===== config.mk =====
export PLATFORM = sky130hd
export DESIGN_NAME = digital_pulse_rate_averager_core
export DESIGN_NICKNAME = d
export VERILOG_FILES = /design/src/design/dpra_pkg.sv /design/src/design/digital_pulse_rate_averager_core.sv /design/src/design/dpra_front.sv /design/src/design/dpra_queue.sv /design/src/design/dpra_div.sv /design/src/design/dpra_back.sv
export SDC_FILE = /design/constraint.sdc
export NUM_CORES = 2
export LEC_CHECK = 0
export ABC_AREA = 1
export BUFFER_PORTS_ARGS = -buffer_cell sky130_fd_sc_hd__buf_4
export CAP_MARGIN = 30
export CELL_PAD_IN_SITES_DETAIL_PLACEMENT = 2
export CELL_PAD_IN_SITES_GLOBAL_PLACEMENT = 2
export CORE_MARGIN = 2
export CORE_UTILIZATION = 43
export CTS_BUF_LIST = sky130_fd_sc_hd__clkbuf_2
export CTS_CLUSTER_SIZE = 28
export DETAILED_ROUTE_END_ITERATION = 6
export PLACE_DENSITY_LB_ADDON = 0.08
export SLEW_MARGIN = 5
export SYNTH_ARGS = -nofsm -noshare
export SYNTH_HDL_FRONTEND = slang
export SYNTH_SLANG_ARGS = --single-unit

===== constraint.sdc =====
create_clock -name aclk -period 7.05 [get_ports aclk]
set_input_delay 1.41 -clock aclk [delete_from_list [all_inputs] [get_ports aclk]]
set_output_delay 1.41 -clock aclk [all_outputs]
set_load 0.005 [all_outputs]

===== src/design/dpra_pkg.sv =====
// Shared constants and types of the pulse rate averager.
// Used by every module of the block; depends on nothing else.
package dpra_pkg;

    localparam int HISTORY_DEPTH  = 20;
    localparam int SLOT_W         = $clog2(HISTORY_DEPTH);
    localparam int INTERVAL_W     = 16;
    localparam int TICK_W         = 16;
    localparam int PERIOD_W       = 10;
    localparam int RATE_W         = 16;
    localparam int TOTAL_W        = INTERVAL_W + SLOT_W;
    localparam int IN_DATA_W      = 8;
    localparam int RATE_NUMERATOR = 60000;

    localparam logic [PERIOD_W-1:0] PERIOD_RESET = PERIOD_W'(50);

    // The mean is the total times a rounded-up reciprocal of the depth. The extra
    // fraction bits keep the truncated product exact over the whole range of the total.
    localparam int MEAN_SHIFT   = TOTAL_W + SLOT_W;
    localparam int MEAN_RECIP_W = TOTAL_W + 1;
    localparam int MEAN_PROD_W  = TOTAL_W + MEAN_RECIP_W;
    localparam logic [MEAN_RECIP_W-1:0] MEAN_RECIP =
        MEAN_RECIP_W'(((1 << MEAN_SHIFT) + HISTORY_DEPTH - 1) / HISTORY_DEPTH);

    // The queue depth must be a power of two so that the pointers wrap by themselves.
    localparam int QUEUE_DEPTH = 2;
    localparam int QPTR_W      = $clog2(QUEUE_DEPTH);
    localparam int QCNT_W      = $clog2(QUEUE_DEPTH + 1);

    typedef struct packed {
        logic                  beat;
        logic [INTERVAL_W-1:0] interval;
    } dpra_item_t;

    typedef struct packed {
        logic               start;
        logic [TOTAL_W-1:0] dividend;
        logic [TOTAL_W-1:0] divisor;
    } dpra_div_req_t;

    typedef struct packed {
        logic               done;
        logic [TOTAL_W-1:0] quotient;
    } dpra_div_rsp_t;

endpackage


===== src/design/digital_pulse_rate_averager_core.sv =====
// Top level of the pulse rate averager: front end, tick queue and back end.
// Depends on dpra_pkg, dpra_front, dpra_queue and dpra_back.
//
// Each input beat is one sample tick of the beat line and gives exactly one result beat
// carrying the held rate in beats per minute and a flag for a rising edge. The front end
// takes a tick in every cycle while its two-entry queue has room. A tick without an edge
// passes straight to the result register. A tick with an edge passes the back end states
// read, sum, mean and rate, in which the serial divider divides 60000 by the mean
// interval; the mean itself comes from one multiplication by the reciprocal of the depth.
// When the mean is zero the divider is skipped. A stalled result register holds the back
// end until it is free. The interval history is cleared at reset through one valid bit
// per entry, so no clearing pass is needed.
module digital_pulse_rate_averager_core (
    input  logic                            aclk,
    input  logic                            aresetn,
    input  logic                            cfg_wr_en,
    input  logic [dpra_pkg::PERIOD_W-1:0]   cfg_wr_data,  // sample_period_ms
    input  logic                            s_tvalid,
    output logic                            s_tready,
    input  logic [dpra_pkg::IN_DATA_W-1:0]  s_tdata,      // [0] pulse_in
    output logic                            m_tvalid,
    input  logic                            m_tready,
    output logic [dpra_pkg::RATE_W-1:0]     m_tdata,      // [15:0] rate_bpm
    output logic                            m_tuser       // [0] beat_seen
);
    import dpra_pkg::*;

    logic       push;
    dpra_item_t push_item;
    logic       q_full;
    logic       q_valid;
    dpra_item_t q_item;
    logic       q_pop;

    dpra_front u_front (
        .aclk        (aclk),
        .aresetn     (aresetn),
        .cfg_wr_en   (cfg_wr_en),
        .cfg_wr_data (cfg_wr_data),
        .s_tvalid    (s_tvalid),
        .s_tready    (s_tready),
        .s_tdata     (s_tdata),
        .q_full      (q_full),
        .push        (push),
        .push_item   (push_item)
    );

    dpra_queue u_queue (
        .aclk      (aclk),
        .aresetn   (aresetn),
        .push      (push),
        .push_item (push_item),
        .full      (q_full),
        .q_valid   (q_valid),
        .q_item    (q_item),
        .pop       (q_pop)
    );

    dpra_back u_back (
        .aclk     (aclk),
        .aresetn  (aresetn),
        .q_valid  (q_valid),
        .q_item   (q_item),
        .q_pop    (q_pop),
        .m_tvalid (m_tvalid),
        .m_tready (m_tready),
        .m_tdata  (m_tdata),
        .m_tuser  (m_tuser)
    );

endmodule


===== src/design/dpra_front.sv =====
// Front end: takes sample ticks, detects rising edges and forms beat intervals.
// Holds the sample period register. Depends on dpra_pkg.
module dpra_front (
    input  logic                         aclk,
    input  logic                         aresetn,
    input  logic                         cfg_wr_en,
    input  logic [dpra_pkg::PERIOD_W-1:0] cfg_wr_data,
    input  logic                         s_tvalid,
    output logic                         s_tready,
    input  logic [dpra_pkg::IN_DATA_W-1:0] s_tdata,   // [0] pulse_in
    input  logic                         q_full,
    output logic                         push,
    output dpra_pkg::dpra_item_t         push_item
);
    import dpra_pkg::*;

    localparam int PROD_W = TICK_W + PERIOD_W;

    logic [PERIOD_W-1:0] period_reg;
    logic                last_level_reg;
    logic [TICK_W-1:0]   tick_count_reg;
    logic [TICK_W-1:0]   tick_inc;
    logic [PROD_W-1:0]   product;
    logic                level;
    logic                rise;

    assign s_tready = !q_full;
    assign push     = s_tvalid && s_tready;
    assign level    = s_tdata[0];
    assign rise     = level && !last_level_reg;

    always_comb begin
        tick_inc = (tick_count_reg == '1) ? tick_count_reg : tick_count_reg + TICK_W'(1);
        product  = PROD_W'(tick_inc) * PROD_W'(period_reg);
        push_item.beat = rise;
        if (|product[PROD_W-1:INTERVAL_W]) begin
            push_item.interval = '1;
        end else begin
            push_item.interval = product[INTERVAL_W-1:0];
        end
    end

    always_ff @(posedge aclk) begin
        if (!aresetn) begin
            period_reg     <= PERIOD_RESET;
            last_level_reg <= 1'b0;
            tick_count_reg <= '0;
        end else begin
            if (cfg_wr_en) begin
                period_reg <= cfg_wr_data;
            end
            if (push) begin
                last_level_reg <= level;
                tick_count_reg <= rise ? '0 : tick_inc;
            end
        end
    end

endmodule


===== src/design/dpra_queue.sv =====
// Short queue of classified ticks between the front end and the back end.
// Depends on dpra_pkg.
module dpra_queue (
    input  logic                 aclk,
    input  logic                 aresetn,
    input  logic                 push,
    input  dpra_pkg::dpra_item_t push_item,
    output logic                 full,
    output logic                 q_valid,
    output dpra_pkg::dpra_item_t q_item,
    input  logic                 pop
);
    import dpra_pkg::*;

    dpra_item_t        entry_reg [QUEUE_DEPTH];
    logic [QPTR_W-1:0] wr_ptr_reg;
    logic [QPTR_W-1:0] rd_ptr_reg;
    logic [QCNT_W-1:0] count_reg;

    assign full    = (count_reg == QCNT_W'(QUEUE_DEPTH));
    assign q_valid = (count_reg != '0);
    assign q_item  = entry_reg[rd_ptr_reg];

    always_ff @(posedge aclk) begin
        if (push) begin
            entry_reg[wr_ptr_reg] <= push_item;
        end
    end

    always_ff @(posedge aclk) begin
        if (!aresetn) begin
            wr_ptr_reg <= '0;
            rd_ptr_reg <= '0;
            count_reg  <= '0;
        end else begin
            if (push) begin
                wr_ptr_reg <= wr_ptr_reg + QPTR_W'(1);
            end
            if (pop) begin
                rd_ptr_reg <= rd_ptr_reg + QPTR_W'(1);
            end
            if (push && !pop) begin
                count_reg <= count_reg + QCNT_W'(1);
            end else if (pop && !push) begin
                count_reg <= count_reg - QCNT_W'(1);
            end
        end
    end

endmodule


===== src/design/dpra_div.sv =====
// Restoring serial divider, one quotient bit per cycle.
// Used for the rate calculation. Depends on dpra_pkg.
module dpra_div (
    input  logic                    aclk,
    input  logic                    aresetn,
    input  dpra_pkg::dpra_div_req_t req,
    output dpra_pkg::dpra_div_rsp_t rsp
);
    import dpra_pkg::*;

    localparam int CNT_W = $clog2(TOTAL_W + 1);

    logic [TOTAL_W-1:0] rem_reg;
    logic [TOTAL_W-1:0] quot_reg;
    logic [TOTAL_W-1:0] divisor_reg;
    logic [CNT_W-1:0]   count_reg;
    logic               busy_reg;
    logic               done_reg;
    logic [TOTAL_W:0]   partial;
    logic [TOTAL_W:0]   trial;

    assign rsp.done     = done_reg;
    assign rsp.quotient = quot_reg;

    always_comb begin
        partial = {rem_reg, quot_reg[TOTAL_W-1]};
        trial   = partial - {1'b0, divisor_reg};
    end

    always_ff @(posedge aclk) begin
        if (req.start) begin
            rem_reg     <= '0;
            quot_reg    <= req.dividend;
            divisor_reg <= req.divisor;
        end else if (busy_reg) begin
            // A clear top bit of the trial means the divisor fitted.
            if (!trial[TOTAL_W]) begin
                rem_reg  <= trial[TOTAL_W-1:0];
                quot_reg <= {quot_reg[TOTAL_W-2:0], 1'b1};
            end else begin
                rem_reg  <= partial[TOTAL_W-1:0];
                quot_reg <= {quot_reg[TOTAL_W-2:0], 1'b0};
            end
        end
    end

    always_ff @(posedge aclk) begin
        if (!aresetn) begin
            count_reg <= '0;
            busy_reg  <= 1'b0;
            done_reg  <= 1'b0;
        end else begin
            done_reg <= 1'b0;
            if (req.start) begin
                count_reg <= CNT_W'(TOTAL_W);
                busy_reg  <= 1'b1;
            end else if (busy_reg) begin
                count_reg <= count_reg - CNT_W'(1);
                if (count_reg == CNT_W'(1)) begin
                    busy_reg <= 1'b0;
                    done_reg <= 1'b1;
                end
            end
        end
    end

endmodule


===== src/design/dpra_back.sv =====
// Back end: updates the interval history on a beat, derives the rate and
// drives the result register. Depends on dpra_pkg and dpra_div.
module dpra_back (
    input  logic                          aclk,
    input  logic                          aresetn,
    input  logic                          q_valid,
    input  dpra_pkg::dpra_item_t          q_item,
    output logic                          q_pop,
    output logic                          m_tvalid,
    input  logic                          m_tready,
    output logic [dpra_pkg::RATE_W-1:0]   m_tdata,   // [15:0] rate_bpm
    output logic                          m_tuser    // [0] beat_seen
);
    import dpra_pkg::*;

    typedef enum logic [6:0] {
        ST_IDLE      = 7'b000_0001,
        ST_READ      = 7'b000_0010,
        ST_SUM       = 7'b000_0100,
        ST_MEAN      = 7'b000_1000,
        ST_RATE_GO   = 7'b001_0000,
        ST_RATE_WAIT = 7'b010_0000,
        ST_EMIT      = 7'b100_0000
    } dpra_state_t;

    dpra_state_t           state_reg, state_next;
    dpra_item_t            item_reg, item_next;
    logic [TOTAL_W-1:0]    total_reg, total_next;
    logic [SLOT_W-1:0]     slot_reg, slot_next;
    logic [INTERVAL_W-1:0] mean_reg, mean_next;
    logic [RATE_W-1:0]     held_reg, held_next;
    logic                  out_valid_reg, out_valid_next;
    logic [RATE_W-1:0]     out_rate_reg, out_rate_next;
    logic                  out_beat_reg, out_beat_next;

    logic [INTERVAL_W-1:0] hist_mem [HISTORY_DEPTH];
    logic [HISTORY_DEPTH-1:0] hist_valid_reg;
    logic [INTERVAL_W-1:0] old_raw_reg;
    logic                  old_hit_reg;
    logic [INTERVAL_W-1:0] old_interval;
    logic [MEAN_PROD_W-1:0] mean_prod;

    dpra_div_req_t div_req;
    dpra_div_rsp_t div_rsp;
    logic          out_free;

    dpra_div u_div (
        .aclk    (aclk),
        .aresetn (aresetn),
        .req     (div_req),
        .rsp     (div_rsp)
    );

    assign out_free     = !out_valid_reg || m_tready;
    assign old_interval = old_hit_reg ? old_raw_reg : '0;
    assign m_tvalid     = out_valid_reg;
    assign m_tdata      = out_rate_reg;
    assign m_tuser      = out_beat_reg;
    assign mean_prod    = MEAN_PROD_W'(total_reg) * MEAN_PROD_W'(MEAN_RECIP);

    // Read of the oldest slot and write of the new interval share one edge;
    // the read returns the value from before the write.
    always_ff @(posedge aclk) begin
        if (state_reg == ST_READ) begin
            old_raw_reg        <= hist_mem[slot_reg];
            old_hit_reg        <= hist_valid_reg[slot_reg];
            hist_mem[slot_reg] <= item_reg.interval;
        end
    end

    always_comb begin
        state_next     = state_reg;
        item_next      = item_reg;
        total_next     = total_reg;
        slot_next      = slot_reg;
        mean_next      = mean_reg;
        held_next      = held_reg;
        out_valid_next = out_valid_reg && !m_tready;
        out_rate_next  = out_rate_reg;
        out_beat_next  = out_beat_reg;
        q_pop          = 1'b0;
        div_req        = '0;

        case (state_reg)
            ST_IDLE: begin
                if (q_valid) begin
                    if (q_item.beat) begin
                        q_pop      = 1'b1;
                        item_next  = q_item;
                        state_next = ST_READ;
                    end else if (out_free) begin
                        q_pop          = 1'b1;
                        out_valid_next = 1'b1;
                        out_rate_next  = held_reg;
                        out_beat_next  = 1'b0;
                    end
                end
            end
            ST_READ: begin
                state_next = ST_SUM;
            end
            ST_SUM: begin
                total_next = total_reg - TOTAL_W'(old_interval)
                           + TOTAL_W'(item_reg.interval);
                if (slot_reg == SLOT_W'(HISTORY_DEPTH - 1)) begin
                    slot_next = '0;
                end else begin
                    slot_next = slot_reg + SLOT_W'(1);
                end
                state_next = ST_MEAN;
            end
            ST_MEAN: begin
                mean_next  = mean_prod[MEAN_SHIFT +: INTERVAL_W];
                state_next = ST_RATE_GO;
            end
            ST_RATE_GO: begin
                if (mean_reg == '0) begin
                    held_next  = RATE_W'(RATE_NUMERATOR);
                    state_next = ST_EMIT;
                end else begin
                    div_req.start    = 1'b1;
                    div_req.dividend = TOTAL_W'(RATE_NUMERATOR);
                    div_req.divisor  = TOTAL_W'(mean_reg);
                    state_next       = ST_RATE_WAIT;
                end
            end
            ST_RATE_WAIT: begin
                if (div_rsp.done) begin
                    held_next  = div_rsp.quotient[RATE_W-1:0];
                    state_next = ST_EMIT;
                end
            end
            ST_EMIT: begin
                if (out_free) begin
                    out_valid_next = 1'b1;
                    out_rate_next  = held_reg;
                    out_beat_next  = 1'b1;
                    state_next     = ST_IDLE;
                end
            end
            default: begin
                state_next = ST_IDLE;
            end
        endcase
    end

    always_ff @(posedge aclk) begin
        item_reg     <= item_next;
        mean_reg     <= mean_next;
        out_rate_reg <= out_rate_next;
        out_beat_reg <= out_beat_next;
    end

    always_ff @(posedge aclk) begin
        if (!aresetn) begin
            state_reg      <= ST_IDLE;
            total_reg      <= '0;
            slot_reg       <= '0;
            held_reg       <= '0;
            out_valid_reg  <= 1'b0;
            hist_valid_reg <= '0;
        end else begin
            state_reg     <= state_next;
            total_reg     <= total_next;
            slot_reg      <= slot_next;
            held_reg      <= held_next;
            out_valid_reg <= out_valid_next;
            if (state_reg == ST_READ) begin
                hist_valid_reg[slot_reg] <= 1'b1;
            end
        end
    end

endmodule


==> results of run 1 <==
## synthesized netlist by cell type (16+ instances only)
master / instances
nand3_1: 131
inv_1: 751
ha_1: 304
fa_1: 275
dfxtp_1: 130
clkbuf_1: 81
o22ai_1: 75
xnor2_1: 30
xor2_1: 28
nand2_2: 26
nand4_1: 24
nand2_1: 684
edfxtp_1: 457
nor3_1: 26
inv_2: 16
nor2_1: 537
a21oi_1: 163
o21ai_0: 262
nand3_2: 21
## through the flow
stage / instance area, um^2 / hold WS, ns / setup slack [ns] / instances
after global placement: 41200 / 0.414 / 0.396 / 5393
after floorplan: 39300 / 0.409 / 0.905 / 4216
## kinds of logic after synthesis
kind of cell / Yosys count
simple gates: 1508
buf+inv: 882
compound gates: 601
flops: 587
fa+ha+maj: 579
xor+xnor: 59
==> qor.yml, run 1 <==
netlist_top_cells_area: "edfxtp_1 35%, fa_1 14%, ha_1 9.7%"
synthesis.nets: 4818
netlist_instances: 4216
yosys_warnings: 0
synth_cell_types: 63
ys_seq_elements: 587
synthFlopType: "edfxtp_1"
synth_top_family_by_area: "adder cells"
synth_top_cell_by_area: "edfxtp_1"
synth_top_area_share: 0.349
lastStage: "3_5_place_dp"
fp.dieW_um: 306
ys_seq_area_frac: 0.415
gp_congestion: 0.854
row_count: 110
avgSynthCellArea_um2: 9.33
fp.dieH_um: 306
port_buffers: 34
synthAdderAreaFrac: 0.237
synth.area.mux_share: 0
synth-compound-area-share: 0.0859
ioPinCount: 42
outcome: "did not finish"
synth_area_mm2: 0.0393
synth_edf_count: 457
synthSimpleGateAreaFrac: 0.163
initial_core_util: 0.436
firstError: "[ERROR DPL-0033] detailed placement checks failed during check placement."
synth_xor_area_frac: 0.0133
hpwlAfterDp_um: 100000
ys_async_sr_fraction: 0
==> run 2: changes to the inputs <==
Settings changed: CELL_PAD_IN_SITES_DETAIL_PLACEMENT 2 to not set, CELL_PAD_IN_SITES_GLOBAL_PLACEMENT 2 to not set, CORE_UTILIZATION 43 to 40, CTS_BUF_LIST sky130_fd_sc_hd__clkbuf_2 to not set, CTS_CLUSTER_SIZE 28 to not set, PLACE_DENSITY_LB_ADDON 0.08 to 0.15.
==> run 2 against run 1 <==
Against the previous run: the run now ends clean; synthesized cell count did not move; synthesized area did not move.
==> qor.yml, run 2 <==
outcome: "finished, final reports clean"
reg2reg_slack_ns: 0.44
skew_ns: 0.0294
root_buffer: "clkbuf_16"
ant_nets: 0
synthFlopType: "edfxtp_1"
slew_violations: 0
row_count: 115
ys_top_cells_by_count: "751 x inv_1, 684 x nand2_1, 537 x nor2_1, 457 x edfxtp_1, 304 x ha_1"
synth_edf_count: 457
firstDrtPassIters: 6
sequentialPowerShare: 0.459
largest_reg_flops: 320
drt_iter0_drc: 2075
fp.dieH_um: 318
cp_data_arrival_time_ns: 6.98
slowest_delay_ns: 0.54
netlist_instances: 4216
ys_seq_elements: 587
core_area_mm2: 0.0980
switchingPower_mw: 2.68
worst_path_max_delay_cell: "fa_1"
dr_total_vias: 28046
hold_violations: 0
cp.required_ns: 7.42
grt_pass1_vias: 28106
drive_above_1_share: 0.0792
finalSetupTns_ns: 0
leakagePower_nw: 19.7
worstMarginPinSlew_ns: 0.995
r2r_start: "u_front.tick_count_reg[0]"
utilization: 0.445
die-area_mm2: 0.101
synth_top_cell_by_area: "edfxtp_1"
combPwrFrac: 0.162
layout_commonest_cell: "inv_1"
fin_nets: 4881
finalInstanceArea_mm2: 0.0436
synth_top_area_share: 0.349
start_kind: "flop"
area_growth_pct: 10.8
overflow: 0
cp-end-kind: "flop"
cts_tree: "built"
clock_sinks: 587
maxCapViolations: 0
power_frac_clock: 0.380
synthesis.nets: 4818
hp-class: "flop to flop"
htreeDepth: 3
port_buffers: 34
fp.dieW_um: 318
antenna_cells: 0
gp_congestion: 0.907
avgSynthCellArea_um2: 9.33
reg2reg_depth: 31
hold_buffers: 0
synth_area_mm2: 0.0393
synth_most_common_cell: "inv_1"
final_cell_mix: "750 x inv_1, 683 x nand2_1, 523 x nor2_1, 457 x edfxtp_1, 304 x ha_1"
grt_pass1_wl_um: 161000
grt.total_usage: 0.205
wirelength_um: 102000
critPathCapture: "u_queue.entry_reg[0][3]"
hpwlAfterDp_um: 74500
min_period_ns: 6.61
r2r-end: "u_queue.entry_reg[0][3]"
slew_headroom: 0.337
p_sw_frac: 0.288
ir_worst_vdd_mv: 0.168
antenna_found_initial: 0
cts.clk_slew.worst_paths_ns: 0.06
powerDensity_mw_per_mm2: 213
ys_async_sr_fraction: 0
crit_start: "u_front.tick_count_reg[0]"
initial_core_util: 0.401
crit_fanout: 16
ys_seq_area_frac: 0.415
clock_latency_ns: 0.65
hold_slack_ns: 0.423
netlist_top_cells_area: "edfxtp_1 35%, fa_1 14%, ha_1 9.7%"
yosys_warnings: 0
grt_max_degree: 107
intPower_mw: 6.61
wl_per_cell_um: 18.1
crit_type: "flop to flop"
drc: 0
cts_buffers: 69
synth_cell_types: 63
rsz0062_at_grt: "no"
setup_viol: 0
viasPerCell: 4.99
ioPinCount: 42
post_dp_cell_area_mm2: 0.0413
layout_worst_path_cycle_share: 0.938
clock.fmax_mhz: 151
cts_buffer_depth: 3
## run 2: cell counts after synthesis
Identical to the previous run, type by type.
## run 2: worst max-delay path: cells and delay by family (launching register included)
family	cells	cell delay [ns]
buffers and inverters	5	0.40
AO/OA/AOI/OAI	2	0.44
adder cells (fa/ha/maj)	7	3.12
flip-flops	1	0.33
AND/OR/NAND/NOR	17	2.02
## run 2: layout make-up
| type | instances | area, um^2 |
|---|---|---|
| tap | 1287 | 1610 |
| inverter | 772 | 2910 |
| clock buffer | 93 | 1860 |
| sequential | 587 | 16300 |
| fill | 9528 | 54400 |
| multi-input combinational | 2747 | 19700 |
| timing repair buffer | 102 | 855 |
| clock inverter | 29 | 348 |
## run 2: power by group through the flow
stage / registers (mW) / logic, mW / clock network (mW)
CTS: 4.29 / 1.47 / 3.62
global placement: 4.36 / 1.44 / 0
detailed placement: 4.36 / 1.46 / 0
finish: 4.26 / 1.50 / 3.53
global route: 4.29 / 1.72 / 3.75
floorplan: 4.23 / 1.03 / 0
## run 2: cell families (layout without fill, tap and decap cells)
kind of cell	count (synthesis)	count (layout)	share of synthesized area
buffers and inverters	882	996	0.0865
adder cells (fa/ha/maj)	579	579	0.237
XOR/XNOR	59	59	0.0133
AND/OR/NAND/NOR	1508	1508	0.163
AO/OA/AOI/OAI	601	601	0.0859
flip-flops	587	587	0.415
## run 2: worst min path at each step
stage	startpoint	depth (start not counted)	slack, ns	endpoint
after floorplan	u_back.held_reg[11]	0	0.41	u_back.m_tdata[11]
after global placement	u_back.held_reg[5]	0	0.41	u_back.m_tdata[5]
after detailed placement	u_back.held_reg[6]	0	0.42	u_back.m_tdata[6]
after CTS	u_back.held_reg[5]	0	0.42	u_back.m_tdata[5]
after global routing	u_back.held_reg[14]	0	0.43	u_back.m_tdata[14]
final	u_back.held_reg[5]	0	0.42	u_back.m_tdata[5]
## run 2: timing repair
action,4_1_cts,5_1_grt
endpoints found under the hold margin,0,0
endpoints found under the setup margin,0,32
resized for setup,0,1
setup buffers,0,1
## run 2: stage by stage
stage	total power, mW	setup slack [ns]	instances
floorplan	5.26	0.905	4216
global placement	5.80	0.361	5489
detailed placement	5.82	0.356	5492
CTS	9.38	0.321	5614
global route	9.76	0.0229	5617
finish	9.29	0.435	5617
## run 2: routing by layer
metal,GRT usage,share of wire,vias up
met3,0.0310,0.050,124
met4,0.0633,0.026,0
met5,0,0,-
met2,0.329,0.46,595
li1,-,-,13793
met1,0.286,0.47,13534
(Power assumes the default switching activity.)
